[src/rtl/sbcr_pkg.sv]
package sbcr_pkg;

	localparam int SBCR_COORD_WIDTH    = 32;
	localparam int SBCR_TIME_FRAC_BITS = 16;

	// Contact normal codes on the result channel.
	typedef enum logic [1:0] {
		NORMAL_POS_X = 2'd0,
		NORMAL_NEG_X = 2'd1,
		NORMAL_POS_Y = 2'd2,
		NORMAL_NEG_Y = 2'd3
	} normal_t;

endpackage

[src/rtl/sbcr_div.sv]
// Pipelined restoring divider for one slab time: the integer bit in the first
// stage, then one fraction bit per stage.
module sbcr_div #(
	parameter int COORD_WIDTH    = sbcr_pkg::SBCR_COORD_WIDTH,
	parameter int TIME_FRAC_BITS = sbcr_pkg::SBCR_TIME_FRAC_BITS
) (
	input  logic                      clk,
	input  logic                      en,
	input  logic [COORD_WIDTH+1:0]    mag,
	input  logic [COORD_WIDTH-1:0]    den,
	input  logic                      neg,
	output logic [TIME_FRAC_BITS:0]   quo,
	output logic                      rem_nz,
	output logic                      neg_out,
	output logic                      sat
);
	localparam int W = COORD_WIDTH;
	localparam int F = TIME_FRAC_BITS;

	logic [F:0]   q_s   [0:F];
	logic [W-1:0] rem_s [0:F];
	logic [W-1:0] den_s [0:F];
	logic         neg_s [0:F];
	logic         sat_s [0:F];

	logic         q0;
	logic [W:0]   rem0;

	assign q0   = mag[W:0] >= {1'b0, den};
	assign rem0 = mag[W:0] - (q0 ? {1'b0, den} : '0);

	always_ff @(posedge clk) begin
		if (en) begin
			// Quotients of 2.0 or more saturate; the rest is ignored then.
			sat_s[0] <= mag >= {1'b0, den, 1'b0};
			q_s[0]   <= {{F{1'b0}}, q0};
			rem_s[0] <= rem0[W-1:0];
			den_s[0] <= den;
			neg_s[0] <= neg;
		end
	end

	for (genvar k = 1; k <= F; k++) begin : g_step
		logic [W:0] r2;
		logic       ge;
		logic [W:0] diff;

		assign r2   = {rem_s[k-1], 1'b0};
		assign ge   = r2 >= {1'b0, den_s[k-1]};
		assign diff = r2 - {1'b0, den_s[k-1]};

		always_ff @(posedge clk) begin
			if (en) begin
				q_s[k]   <= {q_s[k-1][F-1:0], ge};
				rem_s[k] <= ge ? diff[W-1:0] : r2[W-1:0];
				den_s[k] <= den_s[k-1];
				neg_s[k] <= neg_s[k-1];
				sat_s[k] <= sat_s[k-1];
			end
		end
	end

	assign quo     = q_s[F];
	assign rem_nz  = |rem_s[F];
	assign neg_out = neg_s[F];
	assign sat     = sat_s[F];

endmodule

[config.mk]
export PLATFORM = sky130hd
export DESIGN_NAME = sbcr_div
export DESIGN_NICKNAME = d
export VERILOG_FILES = /design/src/rtl/sbcr_pkg.sv /design/src/rtl/sbcr_div.sv
export SDC_FILE = /design/constraint.sdc
export NUM_CORES = 2
export LEC_CHECK = 0
export ABC_AREA = 1
export BUFFER_PORTS_ARGS = -buffer_cell sky130_fd_sc_hd__buf_2
export CAP_MARGIN = 0
export CORE_AREA = 2 2 575 577
export DETAILED_ROUTE_END_ITERATION = 7
export DIE_AREA = 0 0 577 579
export GPL_TIMING_DRIVEN = 0
export PLACE_DENSITY = 0.44
export SETUP_SLACK_MARGIN = 0.15
export SYNTH_ARGS = -nofsm -noshare
export SYNTH_HDL_FRONTEND = slang
export SYNTH_SLANG_ARGS = --single-unit
[constraint.sdc]
create_clock -name clk -period 4.3 [get_ports clk]
set_input_delay 0.645 -clock clk [delete_from_list [all_inputs] [get_ports clk]]
set_output_delay 0.645 -clock clk [all_outputs]
set_load 0.005 [all_outputs]
==> impl_metrics.json <==
{
  "status": "completed",
  "n_fill_cell": 35400,
  "ant_nets": 0,
  "layout_common_cells": "nand2_1 (2867), edfxtp_1 (1243), inv_1 (1221)",
  "cpPeakStageDelay_ns": 0.37,
  "yosysWarnings": 0,
  "yosysUniqueCellTypes": 53,
  "rsz0062_at_grt": "no",
  "hold_viol": 0,
  "drtPass1Iterations": 7,
  "netlist_instances": 9770,
  "synth_seq_cells": 1243,
  "clock_sinks": 1243,
  "required_ns": 4.89,
  "internal_power_uw": 38000,
  "tns_ns": 0,
  "p_clk_share_pct": 19.5,
  "seqPwrFrac_pct": 29.9,
  "post_cts_buffers": 0,
  "h-tree-depth": 4,
  "grt_pass1_vias": 66300,
  "cts_tree": "yes",
  "max_freq_mhz": 261,
  "dieWidth_um": 577,
  "vias_per_cell": 4.64,
  "vias": 67500,
  "ir_drop_v": 0.000315,
  "wirelength_um": 289000,
  "grt.overflow.total": 0,
  "grt_pass1_wl_um": 425000,
  "routedWlPerCell_um": 19.9,
  "core_area_sq_um": 329000,
  "fin_skew_ns": 0.0739,
  "start_kind": "input pin",
  "pin_count": 89,
  "path_cells": "buf_2, inv_1, ha_1, nand2_1, nor2_1, a21boi_0, a21oi_1, nand3_2, buf_2, nand2_1, ha_1, a21oi_1, o21ai_0, a21oi_1, o21ai_1, a21oi_1, inv_1, nand2_1, nand2_1",
  "grt_max_degree": 164,
  "holdCritPathClass": "in -> reg",
  "relSlewSlack_pct": 30.1,
  "grt.total_usage_pct": 17.0,
  "root_buffer": "clkbuf_16",
  "antenna_found_initial": 13,
  "syn_area_sq_um": 81500,
  "min-delay-start": "den[12]",
  "clk_latency_ns": 0.87,
  "cts_buffers": 158,
  "leakagePower_uw": 0.0416,
  "port_buffers": 88,
  "die_h_um": 579,
  "fin_crit_ns": 3.83,
  "crit_type": "in -> reg",
  "max_cap_viol_count": 0,
  "fin_crit_sh_pct": 89.1,
  "reg2reg_slack_ns": 1.15,
  "netSwitchingPower_uw": 32500,
  "final_common_cell": "nand2_1",
  "reg2reg_from": "den_s[0][246]",
  "hold_path_end": "den_s[0][12]",
  "critPathSlowestCell": "nor2_1",
  "dieArea_sq_um": 334000,
  "gp_congestion": 0.909,
  "p_per_area_nw_per_um2": 756,
  "r2r-end": "rem_s[1][25]",
  "clockBufferDepth": 4,
  "cp_max_fo": 10,
  "reg2reg_depth": 10,
  "ys.flop_type": "edfxtp_1",
  "fin_util_pct": 28.3,
  "synth_area_leaders": "edfxtp_1 (46%), nand2_1 (13%), ha_1 (9.3%)",
  "worst_pin_slew_ns": 1.05,
  "crit_path_end_kind": "flop",
  "synthToLayoutAreaGrowth_pct": 14.2,
  "sw_frac_of_total_pct": 46.1,
  "start_util_pct": 24.8,
  "setup-violations-final": 0,
  "p_comb_share_pct": 50.6,
  "dp_hpwl_um": 238000,
  "slew_violations": 0,
  "syn_avg_cell_area_sq_um": 8.34,
  "route.detailed.drc": 0,
  "ys_seq_area_share_pct": 45.8,
  "synth-edff-count": 1243,
  "hold_depth": 1,
  "async_flop_share_pct": 0,
  "rows": 211,
  "drt_iter0_drc": 5367,
  "synth_top_area_cell": "edfxtp_1",
  "path_clk_slew_ns": 0.06,
  "synth_top_area_share_pct": 45.8,
  "syn-num-nets": 10500,
  "cp.arrival_ns": 4.42,
  "nNetsFinal": 10700,
  "drive_above_1_share_pct": 5.61
}
## layout make-up
type	count	area, sq um	area share (%)
antenna	1	2.50	0.00269
clock buffer	177	4090	4.39
tap	4366	5460	5.87
sequential	1243	37300	40.1
inverter	1231	4620	4.96
multi-input combinational	7152	38600	41.4
timing repair buffer	113	863	0.927
buffer	144	1000	1.08
clock inverter	106	1190	1.28
## synthesized netlist by cell type (3+ instances only)
library cell,n
a211oi_1,3
a211oi_4,3
a21boi_0,35
a21o_1,69
a21oi_1,717
a31oi_1,12
and2_1,6
buf_1,4
buf_2,68
buf_4,17
buf_6,42
clkbuf_1,13
edfxtp_1,1243
fa_1,17
ha_1,607
inv_1,1221
inv_2,8
nand2_1,2867
nand2_2,20
nand2_4,15
nand3_1,884
nand3_2,15
nand3b_1,17
nand4_1,70
nor2_1,753
nor2_2,12
nor3_1,123
nor3b_1,5
nor4_1,39
o211ai_2,11
o21a_1,57
o21ai_0,330
o21ai_1,22
o21bai_1,103
o41ai_2,3
or2_2,12
xnor2_1,56
xor2_1,252
## cell families (layout without fill, tap and decap cells)
| kind of cell | after synthesis | after routing | share of synthesized area, % |
|---|---|---|---|
| AND/OR/NAND/NOR | 4845 | 4845 | 24.7 |
| adder cells (fa/ha/maj) | 624 | 624 | 9.73 |
| AO/OA/AOI/OAI | 1375 | 1375 | 9.53 |
| flip-flops | 1243 | 1243 | 45.8 |
| XOR/XNOR | 308 | 308 | 3.31 |
| other | 0 | 1 | 0 |
| buffers and inverters | 1375 | 1771 | 6.90 |
## what timing repair did
item                                    4_1_cts  5_1_grt
hold endpoints to repair                     16        0
resized for setup                             0        3
hold buffers                                 16        0
endpoints found under the setup margin        0       12
## how the worst max path moves through the flow
stage / from / to / slack [ns] / cells after the start
2_1_floorplan: den[30] / rem_s[0][30] / 0.79 / 20
3_3_place_gp: en / q_s[2][5] / -18.44 / 1
3_5_place_dp: den[30] / rem_s[0][25] / -0.66 / 19
4_1_cts: den[30] / rem_s[0][25] / 0.23 / 19
5_1_grt: den[30] / rem_s[0][31] / 0.15 / 19
6_report: den[31] / rem_s[0][31] / 0.47 / 19
## routing by layer
layer | global-route usage, % | routed length (um) | up-vias
met1 | 22.2 | 130000 | 32000
met2 | 28.7 | 136000 | 1659
met5 | 0 | 17 | -
met3 | 2.31 | 13100 | 385
li1 | - | - | 33400
met4 | 5.69 | 10300 | 4
## power by group through the flow
stage | Combinational (uW) | Clock (uW) | Sequential (uW)
2_1_floorplan | 24600 | 0 | 19500
3_3_place_gp | 35500 | 0 | 21900
3_5_place_dp | 35300 | 0 | 21400
4_1_cts | 35500 | 14300 | 21200
5_1_grt | 40100 | 14700 | 21300
6_report | 35600 | 13800 | 21100
## registers in the layout, indices dropped and copies added (netlist names)
signal  cells
den_s     512
rem_s     544
neg_s      17
q_s       153
sat_s      17
## per-stage QoR
step / setup slack [ns] / hold slack (ns) / cells / area, sq um / total power, uW
6_report: 0.470 / 0.0671 / 14500 / 93100 / 70500
3_5_place_dp: -0.658 / 0.405 / 14200 / 87700 / 56800
2_1_floorplan: 0.790 / 0.400 / 9770 / 81500 / 44100
4_1_cts: 0.235 / 0.000537 / 14500 / 93100 / 71000
5_1_grt: 0.150 / 0.0148 / 14500 / 93100 / 76100
3_3_place_gp: -18.44 / 0.401 / 14200 / 87400 / 57500
## critical path, delay by kind of cell
family	cells	cell delay, ns
AO/OA/AOI/OAI	7	1.73
AND/OR/NAND/NOR	6	0.83
adder cells (fa/ha/maj)	2	0.62
buffers and inverters	4	0.59
Note: power is estimated with default switching activity, not from simulation.
